### src/rtl/irspe_pkg.sv
// Package for the IR shot packet encoder: field widths, codes, register
// indexes, reset values and the damage quantizer.
// No dependencies; used by rtl/ir_shot_packet_encoder.sv.
`default_nettype none

package irspe_pkg;

  // Field widths
  localparam int PLAYER_W = 7;
  localparam int TEAM_W   = 2;
  localparam int DUR_W    = 15;
  localparam int DAMAGE_W = 8;
  localparam int CH_W     = 2;
  localparam int CODE_W   = 4;
  localparam int STATUS_W = 2;
  localparam int CFG_IDX_W = 3;

  // Frame layout and symbol count
  localparam int FRAME_BYTES  = 4;
  localparam int MAX_SYMBOLS  = 64;
  localparam int RESULT_LIMIT = 33;
  localparam int TOTAL_RAW    = 1 + 8 * FRAME_BYTES;
  localparam int TOTAL_CAP1   = (TOTAL_RAW > MAX_SYMBOLS) ? MAX_SYMBOLS : TOTAL_RAW;
  localparam int TOTAL_SYMS   = (TOTAL_CAP1 > RESULT_LIMIT) ? RESULT_LIMIT : TOTAL_CAP1;
  localparam int DATA_BITS    = TOTAL_SYMS - 1;
  localparam int SYM_CNT_W    = $clog2(DATA_BITS + 1);
  // Only bytes 0 and 1 of the frame carry nonzero bits.
  localparam int HOT_BITS     = 16;

  localparam int NUM_CHANNELS = 4;

  // Result status codes
  typedef enum logic [STATUS_W-1:0] {
    ST_SENT     = 2'd0,
    ST_BUSY     = 2'd1,
    ST_DISABLED = 2'd2
  } status_t;

  // Input kinds
  typedef enum logic {
    KIND_FIRE = 1'b0,
    KIND_DONE = 1'b1
  } kind_t;

  // Configuration register indexes
  typedef enum logic [CFG_IDX_W-1:0] {
    REG_PLAYER   = 3'd0,
    REG_TEAM     = 3'd1,
    REG_HEADER   = 3'd2,
    REG_ONE      = 3'd3,
    REG_ZERO     = 3'd4,
    REG_SPACE    = 3'd5,
    REG_TX_EN    = 3'd6
  } cfg_reg_t;

  // Register reset values
  localparam logic [PLAYER_W-1:0] PLAYER_RST = 7'd1;
  localparam logic [TEAM_W-1:0]   TEAM_RST   = 2'd0;
  localparam logic [DUR_W-1:0]    HEADER_RST = 15'd2400;
  localparam logic [DUR_W-1:0]    ONE_RST    = 15'd1200;
  localparam logic [DUR_W-1:0]    ZERO_RST   = 15'd600;
  localparam logic [DUR_W-1:0]    SPACE_RST  = 15'd600;

  // Sixteen-range damage quantizer; anything over 100 codes as zero.
  function automatic logic [CODE_W-1:0] damage_code(input logic [DAMAGE_W-1:0] d);
    logic [CODE_W-1:0] c;
    if (d <= 8'd1)        c = 4'd0;
    else if (d <= 8'd3)   c = 4'd1;
    else if (d == 8'd4)   c = 4'd2;
    else if (d <= 8'd6)   c = 4'd3;
    else if (d <= 8'd9)   c = 4'd4;
    else if (d <= 8'd14)  c = 4'd5;
    else if (d <= 8'd16)  c = 4'd6;
    else if (d <= 8'd19)  c = 4'd7;
    else if (d <= 8'd24)  c = 4'd8;
    else if (d <= 8'd29)  c = 4'd9;
    else if (d <= 8'd34)  c = 4'd10;
    else if (d <= 8'd39)  c = 4'd11;
    else if (d <= 8'd49)  c = 4'd12;
    else if (d <= 8'd74)  c = 4'd13;
    else if (d <= 8'd99)  c = 4'd14;
    else if (d == 8'd100) c = 4'd15;
    else                  c = 4'd0;
    return c;
  endfunction

endpackage

`default_nettype wire

### src/rtl/ir_shot_packet_encoder.sv
// IR shot packet encoder top level: input register, symbol emitter with
// output register, per-channel busy flags and configuration registers.
// Depends on rtl/irspe_pkg.sv.
// Usage:
//   Input beats (s_*) carry a fire request or a done event (s_tuser = kind).
//   A fire on an enabled, idle channel produces 33 output beats: a header
//   symbol and 32 data symbols, MSB of byte 0 first, tlast on the final one.
//   A fire on a busy channel, or while transmitters are disabled or on a
//   channel that does not exist, produces one status beat with tlast set.
//   A done event frees its channel and produces no output beat.
//   With the emitter free, a fire goes from the input register to the output
//   register, which presents its first beat. Throughput: one output beat per
//   cycle while m_tready is high; no new item enters the emitter before the
//   last symbol of a frame. The input register takes the next item while the
//   current frame is still going out. Reset clears all busy flags, empties
//   both registers and loads the configuration defaults (transmitters
//   disabled). When the receiver holds m_tready low the output beat holds and
//   the emitter stops; the input side stalls once its register is full.
//   The user must see that configuration is written through
//   cfg_we/cfg_index/cfg_data only while idle; the block itself has no check.
`default_nettype none

module ir_shot_packet_encoder #(
  parameter int NUM_CHANNELS = irspe_pkg::NUM_CHANNELS
) (
  input  wire logic        clk,
  input  wire logic        rst,
  // Input stream
  input  wire logic        s_tvalid,
  output logic             s_tready,
  input  wire logic [15:0] s_tdata,   // [7:0] damage, [9:8] channel, [15:10] zero
  input  wire logic        s_tuser,   // [0] kind
  // Output stream
  output logic             m_tvalid,
  input  wire logic        m_tready,
  output logic [31:0]      m_tdata,   // [1:0] tx_channel, [16:2] mark_us, [31:17] gap_us
  output logic [1:0]       m_tuser,   // [1:0] status
  output logic             m_tlast,   // last
  // Configuration write port
  input  wire logic        cfg_we,
  input  wire logic [irspe_pkg::CFG_IDX_W-1:0] cfg_index,
  input  wire logic [irspe_pkg::DUR_W-1:0]     cfg_data
);

  localparam int CH_W  = irspe_pkg::CH_W;
  localparam int DUR_W = irspe_pkg::DUR_W;
  localparam int CNT_W = irspe_pkg::SYM_CNT_W;
  localparam int HOT_W = irspe_pkg::HOT_BITS;

  // Configuration registers
  logic [irspe_pkg::PLAYER_W-1:0] player_number;
  logic [irspe_pkg::TEAM_W-1:0]   team_number;
  logic [DUR_W-1:0]               header_on_us;
  logic [DUR_W-1:0]               one_on_us;
  logic [DUR_W-1:0]               zero_on_us;
  logic [DUR_W-1:0]               space_us;
  logic                           tx_enabled;

  always_ff @(posedge clk) begin
    if (rst) begin
      player_number <= irspe_pkg::PLAYER_RST;
      team_number   <= irspe_pkg::TEAM_RST;
      header_on_us  <= irspe_pkg::HEADER_RST;
      one_on_us     <= irspe_pkg::ONE_RST;
      zero_on_us    <= irspe_pkg::ZERO_RST;
      space_us      <= irspe_pkg::SPACE_RST;
      tx_enabled    <= 1'b0;
    end else if (cfg_we) begin
      case (cfg_index)
        irspe_pkg::REG_PLAYER: player_number <= cfg_data[irspe_pkg::PLAYER_W-1:0];
        irspe_pkg::REG_TEAM:   team_number   <= cfg_data[irspe_pkg::TEAM_W-1:0];
        irspe_pkg::REG_HEADER: header_on_us  <= cfg_data;
        irspe_pkg::REG_ONE:    one_on_us     <= cfg_data;
        irspe_pkg::REG_ZERO:   zero_on_us    <= cfg_data;
        irspe_pkg::REG_SPACE:  space_us      <= cfg_data;
        irspe_pkg::REG_TX_EN:  tx_enabled    <= cfg_data[0];
        default: ;
      endcase
    end
  end

  // Input register
  logic                            in_valid;
  logic                            in_kind;
  logic [irspe_pkg::DAMAGE_W-1:0]  in_damage;
  logic [CH_W-1:0]                 in_ch;

  // Emitter and output register
  logic                   out_valid;
  irspe_pkg::status_t     out_status;
  logic [CH_W-1:0]        out_ch;
  logic [DUR_W-1:0]       out_mark;
  logic [DUR_W-1:0]       out_gap;
  logic                   out_last;
  logic [HOT_W-1:0]       frame;
  logic [CNT_W-1:0]       remaining;
  logic [NUM_CHANNELS-1:0] busy;

  logic advance;
  logic take;
  logic in_fire;
  logic ch_valid;
  logic busy_hit;
  logic load_frame;
  logic [NUM_CHANNELS-1:0] ch_sel;

  assign advance  = !out_valid || m_tready;
  assign take     = advance && (remaining == '0) && in_valid;
  assign s_tready = !in_valid || take;

  // Decode the pending item's channel against the channel count.
  always_comb begin
    for (int i = 0; i < NUM_CHANNELS; i++) begin
      ch_sel[i] = (32'(in_ch) == i);
    end
  end

  assign ch_valid   = |ch_sel;
  assign busy_hit   = |(busy & ch_sel);
  assign in_fire    = (in_kind == irspe_pkg::KIND_FIRE);
  assign load_frame = take && in_fire && tx_enabled && ch_valid && !busy_hit;

  always_ff @(posedge clk) begin
    if (rst) begin
      in_valid <= 1'b0;
    end else if (s_tready) begin
      in_valid <= s_tvalid;
    end
  end

  always_ff @(posedge clk) begin
    if (s_tready && s_tvalid) begin
      in_kind   <= s_tuser;
      in_damage <= s_tdata[7:0];
      in_ch     <= s_tdata[9:8];
    end
  end

  // Busy flags: set when a frame starts, cleared by a done event.
  always_ff @(posedge clk) begin
    if (rst) begin
      busy <= '0;
    end else if (take) begin
      if (!in_fire) begin
        busy <= busy & ~ch_sel;
      end else if (load_frame) begin
        busy <= busy | ch_sel;
      end
    end
  end

  // Emitter control: continue the current frame, else start on the pending item.
  always_ff @(posedge clk) begin
    if (rst) begin
      out_valid <= 1'b0;
      remaining <= '0;
    end else if (advance) begin
      if (remaining != '0) begin
        out_valid <= 1'b1;
        remaining <= remaining - 1'b1;
      end else if (take) begin
        out_valid <= in_fire;
        remaining <= load_frame ? CNT_W'(irspe_pkg::DATA_BITS) : '0;
      end else begin
        out_valid <= 1'b0;
      end
    end
  end

  // Emitter payload
  always_ff @(posedge clk) begin
    if (advance) begin
      if (remaining != '0) begin
        out_status <= irspe_pkg::ST_SENT;
        out_mark   <= frame[HOT_W-1] ? one_on_us : zero_on_us;
        out_gap    <= space_us;
        out_last   <= (remaining == CNT_W'(1));
        frame      <= {frame[HOT_W-2:0], 1'b0};
      end else if (take) begin
        out_ch <= in_ch;
        if (load_frame) begin
          out_status <= irspe_pkg::ST_SENT;
          out_mark   <= header_on_us;
          out_gap    <= space_us;
          out_last   <= (irspe_pkg::DATA_BITS == 0);
          frame      <= {1'b0, player_number, team_number,
                         irspe_pkg::damage_code(in_damage), 2'b00};
        end else begin
          out_status <= (!tx_enabled || !ch_valid) ? irspe_pkg::ST_DISABLED
                                                   : irspe_pkg::ST_BUSY;
          out_mark   <= '0;
          out_gap    <= '0;
          out_last   <= 1'b1;
        end
      end
    end
  end

  assign m_tvalid = out_valid;
  assign m_tdata  = {out_gap, out_mark, out_ch};
  assign m_tuser  = out_status;
  assign m_tlast  = out_last;

`ifndef NO_ASSERTIONS
  // A status beat is always the only and final beat of its item.
  a_status_last: assert property (@(posedge clk) disable iff (rst)
    (m_tvalid && m_tuser != irspe_pkg::ST_SENT) |-> m_tlast)
    else $error("status beat without tlast");

  // While frame symbols remain, the current beat is a non-final symbol.
  a_frame_open: assert property (@(posedge clk) disable iff (rst)
    (remaining != '0) |-> (m_tvalid && m_tuser == irspe_pkg::ST_SENT && !m_tlast))
    else $error("frame symbols pending behind a final or missing beat");

  // Starting a frame marks its channel busy.
  a_busy_set: assert property (@(posedge clk) disable iff (rst)
    load_frame |=> ((busy & $past(ch_sel)) != '0))
    else $error("channel not busy after frame start");

  // The input side stalls only behind a full input register.
  a_stall_full: assert property (@(posedge clk) disable iff (rst)
    !s_tready |-> in_valid)
    else $error("input stalled with empty register");
`endif

endmodule

`default_nettype wire
### config.mk
export PLATFORM = sky130hd
export DESIGN_NAME = ir_shot_packet_encoder
export DESIGN_NICKNAME = d
export VERILOG_FILES = /design/src/rtl/irspe_pkg.sv /design/src/rtl/ir_shot_packet_encoder.sv
export SDC_FILE = /design/constraint.sdc
export NUM_CORES = 1
export LEC_CHECK = 0
export BUFFER_PORTS_ARGS = -buffer_cell sky130_fd_sc_hd__buf_4
export CAP_MARGIN = 20
export CORE_MARGIN = 5
export CORE_UTILIZATION = 45
export DETAILED_ROUTE_END_ITERATION = 6
export GPL_TIMING_DRIVEN = 1
export HOLD_SLACK_MARGIN = 0.05
export PLACE_DENSITY_LB_ADDON = 0.25
export RECOVER_POWER = 100
export SYNTH_ARGS = -nofsm -noshare
export SYNTH_HDL_FRONTEND = slang
export SYNTH_SLANG_ARGS = --single-unit
### constraint.sdc
create_clock -name clk -period 7.8 [get_ports clk]
set_clock_uncertainty 0.1 [all_clocks]
set_input_delay 1.95 -clock clk [delete_from_list [all_inputs] [get_ports clk]]
set_output_delay 1.95 -clock clk [all_outputs]
set_load 0.005 [all_outputs]
* Yosys cells after proc, flatten, opt, wreduce, memory -nomap -nowiden
Cells that the tools add are included. Widths: inputs -> output; s select.
Operators by class: add/subtract/negate cells 1, $lt $le $gt $ge 14, equal/unequal tests 12, mux-type cells 39, bitwise operators 6, reductions and logical operators 35
Operators with widths (number):
- $mux 15 | 7
- $mux 4 | 18
- $mux 16 | 3
- $le 8x5->1 const B | 4
- $le 8x6->1 const B | 3
- $mux 6 | 3
- $reduce_and 2->1 | 9
- $le 8x4->1 const B | 2
- $le 8x7->1 const B | 2
- $eq 3x3->1 const B | 3
- $and 4x4->4 | 2
- $eq 8x3->1 const B | 1
- $eq 8x7->1 const B | 1
- $le 8x1->1 const B | 1
- $le 8x2->1 const B | 1
- $le 8x3->1 const B | 1
- $reduce_or 4->1 | 2
- $logic_and 1x1->1 | 7
- $eq 3x2->1 const B | 2
- $eq 6x1->1 const B | 1
- $logic_not 6->1 | 1
- $mux 2 | 3
- $reduce_and 3->1 | 2
- $reduce_bool 2->1 | 3
- other kinds (13) | 25
Word-level totals: flip-flop bits (word level) 144, input bits 40, output and inout port bits 37, word-level logic and storage cells 128

* Depth between registers and ports, before layout
Gate-level depths: netlist of run 1.
word-level depth 20, gate-level depth with buffers 9, depth with buffers taken out 7

* Least setup slack after synthesis of run 1
Ideal clock, no wire load.
path kind input to output, start input m_tready, end output s_tready, arrival time 2.542 ns, data required time 5.750 ns, path slack 3.208 ns, stages on the path 4, buffers on the path 1, cell sequence nand2b_1 -> clkbuf_1 -> nand3_1 -> nand2_1
Between the ends: cells in the longest elaborated chain, start to end 4
RTL lines:
- start: declaration | RTL line ir_shot_packet_encoder.sv:35 | input wire logic m_tready,
- $logic_or 1x1->1 | RTL line ir_shot_packet_encoder.sv:107 | assign advance = !out_valid || m_tready;
- $logic_and 1x1->1 (2 in series) | RTL line ir_shot_packet_encoder.sv:108 | assign take = advance && (remaining == '0) && in_valid;
- $logic_or 1x1->1 | RTL line ir_shot_packet_encoder.sv:109 | assign s_tready = !in_valid || take;
- end: declaration | RTL line ir_shot_packet_encoder.sv:30 | output logic s_tready,
Every way passes these cells.

* Worst setup path after layout of run 1
Ends and elaborated chain as after synthesis.

==> metrics.md, run 1 <==
| Metric | Value |
|---|---|
| Status | `finished, violations left` |
| Failing checks | `capacitance limit, slew limit` |
| Hold_buf cts | `0` |
| Worst slew pin tran | `3.474 ns` |
| Post-route minimum period | `4.886 ns` |
| Vias in the first global route | `4337` |
| DRC viols | `0` |
| Rel. slew slack | `-1.316` |
| Mean Syn Cell Area | `9.557 µm²` |
| Critical path cell sequence | `clkbuf_4 -> nand2b_1 -> nand3_1 -> nand2_1 -> clkbuf_4` |
| Crit path launch type | `primary input` |
| Design Area, Final | `7112 µm²` |
| Tcrit/Tclk final | `0.6264` |
| Main synth FF type | `dfxtp_1` |
| Reg area | `3443 µm²` |
| CTS HTree Levels | `4` |
| IO Port Bufs | `70` |
| Clock buffer depth | `2` |
| Detail Route Antenna Nets | `0` |
| # fillers | `1115` |
| Largest family of logic cells by synthesized area | `simple AND/OR/NAND/NOR gates` |
| TritonRoute pass-1 iters | `7` |
| Total track usage | `0.1730` |
| Final setup fails | `0` |
| FP Rows | `41` |
| Tot Pwr | `2.603 mW` |
| Clk_lat worst skew | `0.42 ns` |
| # diodes | `0` |
| Max capacitance violation total | `2` |
| Netlist cell types | `54` |
| Detailed placer's ending HPWL | `8.697 mm` |
| Mapped Area | `5897 µm²` |
| Adder-cell share of the synthesized area | `0.004244` |
| Initial Utilization | `0.4635` |
| CP Depth | `5` |
| CP most frequent cell | `clkbuf_4` |
| Placed cell count | `823` |
| Non-Filler Instances | `856` |
| CP max-delay cell | `nand2b_1` |
| CP arrival | `2.84 ns` |
| Final hold vios | `0` |
| HP Class | `flop to flop` |
| WS Path Type | `primary input to output pin` |
| Async SR Flop Fraction | `0` |
| Worst setup EP type | `output pin` |
| TritonCTS Buffers | `17` |
| CTS tree | `built` |
| Total routed wirelength | `13.45 mm` |
| P per Cell Area | `366.1 nW/µm²` |
| Area delta synth->final | `20.60%` |
| Post_cts resized | `0` |
| F_max | `0.2047 GHz` |
| Gate Count Post-Synth | `617` |
| Worst-path clk slew | `0.05 ns` |
| # Post-CTS Setup Buffers | `0` |
| Seq/Total Area, Yosys | `0.5839` |
| Via/cell ratio | `5.436` |
| Area of the core | `12720 µm²` |
| P_leak | `2.697 nW` |
| Die Height | `124.5 µm` |
| Setup TNS | `0 ns` |
| Clk root buf | `clkbuf_16` |
| Chip width | `124.5 µm` |
| CP required | `5.75 ns` |
| Worst path top cell family by delay | `simple AND/OR/NAND/NOR gates` |
| DP Area | `6511 µm²` |
| Final slew viol count | `115` |
| Total die area | `15490 µm²` |
| Largest net degree at the start of global routing | `84` |
| Post-synthesis simple-gate area fraction | `0.2289` |
| Worst hold path cell count | `2` |
| Compound-Gate Fraction of Synth Area | `0.1178` |
| Wire length per cell | `15.71 µm` |
| Most common cell in the netlist | `nand2_1` |
| Worst Path Max Fanout | `9` |
| Post-synthesis register bit count | `142` |
| Worst reg2reg path depth | `5` |
| RSZ-0062 raised after global routing | `false` |
| Grt total ovfl | `0` |
| Crit path buf inv count | `2` |
| First-pass GRT wire length | `21.83 mm` |
| Multi-input logic area | `2235 µm²` |
| I/O pin count | `77` |
| Synth warnings | `0` |
| Initial antenna violation count | `0` |
| Layout Nets | `713` |
| Commonest cells post-synth | `nand2_1, dfxtp_1, a21oi_1` |
| Critical Path Max Stage Delay | `0.30 ns` |
| Final GP Congestion | `0.8096` |
| Xor/xnor cell area share of the yosys netlist | `0.001485` |
| Area contributors post-synth | `edfxtp_1, dfxtp_1, nand2_1` |
| Yosys top cell area share | `0.3055` |
| Clock sinks | `142` |
| Syn_nets | `659` |
| DRT iter0 DRCs | `406` |
| Via count | `4653` |
| Post-synthesis mux area share | `0.03098` |
| VDD IR-drop max | `146.2 µV` |
| Post-synth EDFFs | `60` |
| Share of cells above drive strength 1 | `0.1564` |
| Yosys top cell by area | `edfxtp_1` |
per-layer routing:
metal,track usage,part of all wire,up-vias
met3,0.04117,0.052,21
met4,0.06899,0.016,0
met1,0.2276,0.45,2223
met5,0,0,-
li1,-,-,2258
met2,0.2758,0.48,151
state kept, by name, indices dropped and copies added, names as in the netlist, 6 cells and up, named ones only:
register       flops
frame             14
header_on_us      15
in_damage          8
one_on_us         15
out_gap           15
out_mark          15
player_number      7
remaining          6
space_us          15
zero_on_us        15
per-stage QoR:
| stage | hold WS [ns] | worst slack, ns | utilization |
|---|---|---|---|
| 6_report | 0.3470 | 2.914 | 0.5590 |
| 3_5_place_dp | 0.3424 | 2.943 | 0.5118 |
| 5_1_grt | 0.3653 | 2.820 | 0.5590 |
| 2_1_floorplan | 0.3206 | 3.208 | - |
| 3_3_place_gp | 0.3369 | 2.981 | 0.5118 |
| 4_1_cts | 0.3502 | 2.944 | 0.5619 |
layout by cell type, fill, tap and decap left out, types with 7 or more instances in the layout:
cell type,n
nand2_1,174
mux2i_1,16
clkbuf_4,49
dfxtp_1,82
edfxtp_1,60
clkbuf_16,18
nand3_1,22
nand3b_1,18
nor2b_1,19
a21oi_1,61
buf_4,22
o21ai_0,26
inv_1,9
nor2_1,15
nand2b_1,7
nor3_1,7
final timing paths:
| kind | startpoint | end | slack [ns] |
|---|---|---|---|
| max | m_tready | s_tready | 2.91 |
| min | space_us[2]$_SDFFE_PP0P_ | space_us[2]$_SDFFE_PP0P_ | 0.35 |
| max reg2reg | remaining[2]$_SDFFE_PP0P_ | frame[11]$_DFFE_PP_ | 3.99 |
| min reg2reg | space_us[2]$_SDFFE_PP0P_ | space_us[2]$_SDFFE_PP0P_ | 0.35 |
worst reg2reg max path: cells and delay by family (launching register included):
| family | cells | cell delay [ns] |
|---|---|---|
| buf+inv | 1 | 0.38 |
| flops | 1 | 0.36 |
| simple gates | 4 | 2.63 |
kinds of logic (layout without fill, tap and decap cells):
| family | after synthesis | in the layout |
|---|---|---|
| AND/OR/NAND/NOR | 287 | 287 |
| flip-flops | 142 | 142 |
| AO/OA/AOI/OAI | 119 | 119 |
| buffers and inverters | 49 | 116 |
| multiplexers | 17 | 17 |
| adder cells (fa/ha/maj) | 2 | 2 |
| XOR/XNOR | 1 | 1 |
final cells by class:
type | instances | share of cell area
Tap cell | 172 | 0.03026
Multi-Input combinational cell | 426 | 0.3142
Clock buffer | 21 | 0.06773
Clock inverter | 11 | 0.02182
Sequential cell | 142 | 0.4842
Inverter | 9 | 0.004750
Timing Repair Buffer | 75 | 0.07706
power by group:
group	internal, mW	switching [mW]	total (mW)
combinational	0.248	0.394	0.642
clock	0.542	0.313	0.855
sequential	1.02	0.0904	1.11
total	1.81	0.797	2.60
Note: power is estimated with default switching activity, not from simulation.
==> run 2, diff against run 1 <==
clock period = 4.6 ns   (was 7.8 ns; I/O delays follow)
==> run 2 against run 1 <==
Highest routed layer unchanged. Core utilization is 0.85 points lower. Combinational power grew 70%. Global-route usage grew 0.57 points. Via count shrank 0.37%. Critical path depth up 1. Largest power group unchanged. Sequential power up 69%. Worst hold slack improved by 0.0030 ns. Sequential share of layout area grew 0.74 points. Critical endpoint is now frame[9]$_DFFE_PP_. The flow still finishes with violations (capacitance limit, slew limit). Clock power increased by 40%.
==> metrics.md, run 2 (same netlist as run 1, synthesis figures left out) <==
| Metric | Value |
|---|---|
| Commonest non-fill, non-tap cell in the layout | `nand2_1` |
| Cell internal pwr | `2.856 mW` |
| # diodes | `0` |
| CP max-delay cell | `clkbuf_1` |
| Detail Route Antenna Nets | `0` |
| Hold_buf cts | `0` |
| Worst setup EP type | `flop` |
| Total die area | `15490 µm²` |
| Area delta synth->final | `18.78%` |
| Final setup fails | `0` |
| Chip width | `124.5 µm` |
| F_max | `0.2681 GHz` |
| Worst-path clk slew | `0.06 ns` |
| Total routed wirelength | `13.73 mm` |
| Setup ws final | `0.8704 ns` |
| Switch share | `0.3152` |
| Setup TNS | `0 ns` |
| DP Area | `6519 µm²` |
| Dpl ws | `1.019 ns` |
| Psw | `1.315 mW` |
| Status | `finished, violations left` |
| Crit path buf inv count | `2` |
| Hold_ws | `0.3500 ns` |
| CTS tree | `built` |
| FP Rows | `41` |
| Final slew viol count | `84` |
| CTS HTree Levels | `4` |
| P_leak | `2.640 nW` |
| Post_cts resized | `0` |
| Crit path launch type | `flop` |
| Clock network fraction of total power | `0.287` |
| Area of the core | `12720 µm²` |
| Failing checks | `capacitance limit, slew limit` |
| Wire length per cell | `16.02 µm` |
| Worst Path Max Fanout | `22` |
| Final hold vios | `0` |
| TritonRoute pass-1 iters | `5` |
| DRC viols | `0` |
| Initial Utilization | `0.4635` |
| CP required | `4.62 ns` |
| Post-route minimum period | `3.730 ns` |
| RSZ-0062 raised after global routing | `false` |
| Largest net degree at the start of global routing | `84` |
| Initial antenna violation count | `0` |
| Clk root buf | `clkbuf_16` |
| Tcrit/Tclk final | `0.8108` |
| I/O pin count | `77` |
| TritonCTS Buffers | `17` |
| Worst path top cell family by delay | `buffers and inverters` |
| Rel. slew slack | `-0.07700` |
| Clock buffer depth | `2` |
| Combinational Power Share | `0.262` |
| IO Port Bufs | `70` |
| Detailed placer's ending HPWL | `8.967 mm` |
| Most frequent cells in the layout | `nand2_1, dfxtp_1, a21oi_1, edfxtp_1, clkbuf_4` |
| Worst slew pin tran | `1.616 ns` |
| Design Area, Final | `7004 µm²` |
| Total track usage | `0.1788` |
| Clock sinks | `142` |
| Layout Nets | `714` |
| VDD IR-drop max | `204.9 µV` |
| P per Cell Area | `595.5 nW/µm²` |
| Critical path cell sequence | `mux4_2 -> nor4b_4 -> clkbuf_1 -> nor2_2 -> nor2_1 -> buf_4` |
| Final GP Congestion | `0.8338` |
| Via count | `4636` |
| DRT iter0 DRCs | `285` |
| HP Class | `flop to flop` |
| Vias in the first global route | `4496` |
| Critical Path Max Stage Delay | `0.98 ns` |
| Seq pwr share | `0.451` |
| WS Path Type | `flop to flop` |
| CP arrival | `3.75 ns` |
| # Post-CTS Setup Buffers | `0` |
| First-pass GRT wire length | `22.26 mm` |
| Max capacitance violation total | `1` |
| Clk_lat worst skew | `0.42 ns` |
| Via/cell ratio | `5.410` |
| Die Height | `124.5 µm` |
| Share of cells above drive strength 1 | `0.1474` |
| Grt total ovfl | `0` |
run 2: cell types whose count changed in the layout (fill, tap and decap cells not counted), moves of 3 or more:
cell / delta
bufinv_16: -3
clkbuf_1: +5
clkinv_2: +3
clkinv_4: -4
clkinv_1: +3
run 2: power groups by stage:
| stage | clock, mW | combinational (mW) | sequential (mW) |
|---|---|---|---|
| floorplan | 0 | 0.694 | 1.85 |
| global placement | 0 | 1.09 | 1.90 |
| detailed placement | 0 | 1.13 | 1.91 |
| CTS | 1.21 | 1.13 | 1.89 |
| global route | 1.27 | 1.22 | 1.91 |
| finish | 1.20 | 1.09 | 1.88 |
run 2: area by class of cell:
class                      instances  area (µm²)
inverter                           9       33.78
tap                              172       215.2
timing repair buffer              76       549.3
sequential                       142        3443
multi-input combinational        426        2250
fill                            1172        5718
clock buffer                      24       471.7
clock inverter                     8       41.29
run 2: per-stage QoR:
stage | utilization | power (mW) | instances
6_report | 0.5506 | 4.171 | 857
5_1_grt | 0.5506 | 4.408 | 857
4_1_cts | 0.5527 | 4.238 | 856
3_5_place_dp | 0.5124 | 3.040 | 824
3_3_place_gp | 0.5124 | 2.989 | 824
2_1_floorplan | - | 2.539 | 617
run 2: final timing paths:
path                            start  cells past startpoint  slack, ns                  endpoint
max                in_ch[0]$_DFFE_PP_                      6       0.87        frame[9]$_DFFE_PP_
min          space_us[0]$_SDFFE_PP0P_                      2       0.35  space_us[0]$_SDFFE_PP0P_
max reg2reg        in_ch[0]$_DFFE_PP_                      6       0.87        frame[9]$_DFFE_PP_
min reg2reg  space_us[0]$_SDFFE_PP0P_                      2       0.35  space_us[0]$_SDFFE_PP0P_
run 2: worst reg2reg max path, stage by stage (launching register included):
cell and delay, ns:
edfxtp_1 0.51, mux4_2 0.61, nor4b_4 0.26, clkbuf_1 0.98, nor2_2 0.37, nor2_1 0.32, buf_4 0.27
run 2: per-layer routing:
metal | track usage | vias to the layer above | part of all wire
met5 | 0 | - | 0
met4 | 0.07737 | 0 | 0.019
met3 | 0.04545 | 24 | 0.057
met2 | 0.2859 | 147 | 0.48
met1 | 0.2297 | 2202 | 0.45
li1 | - | 2263 | -
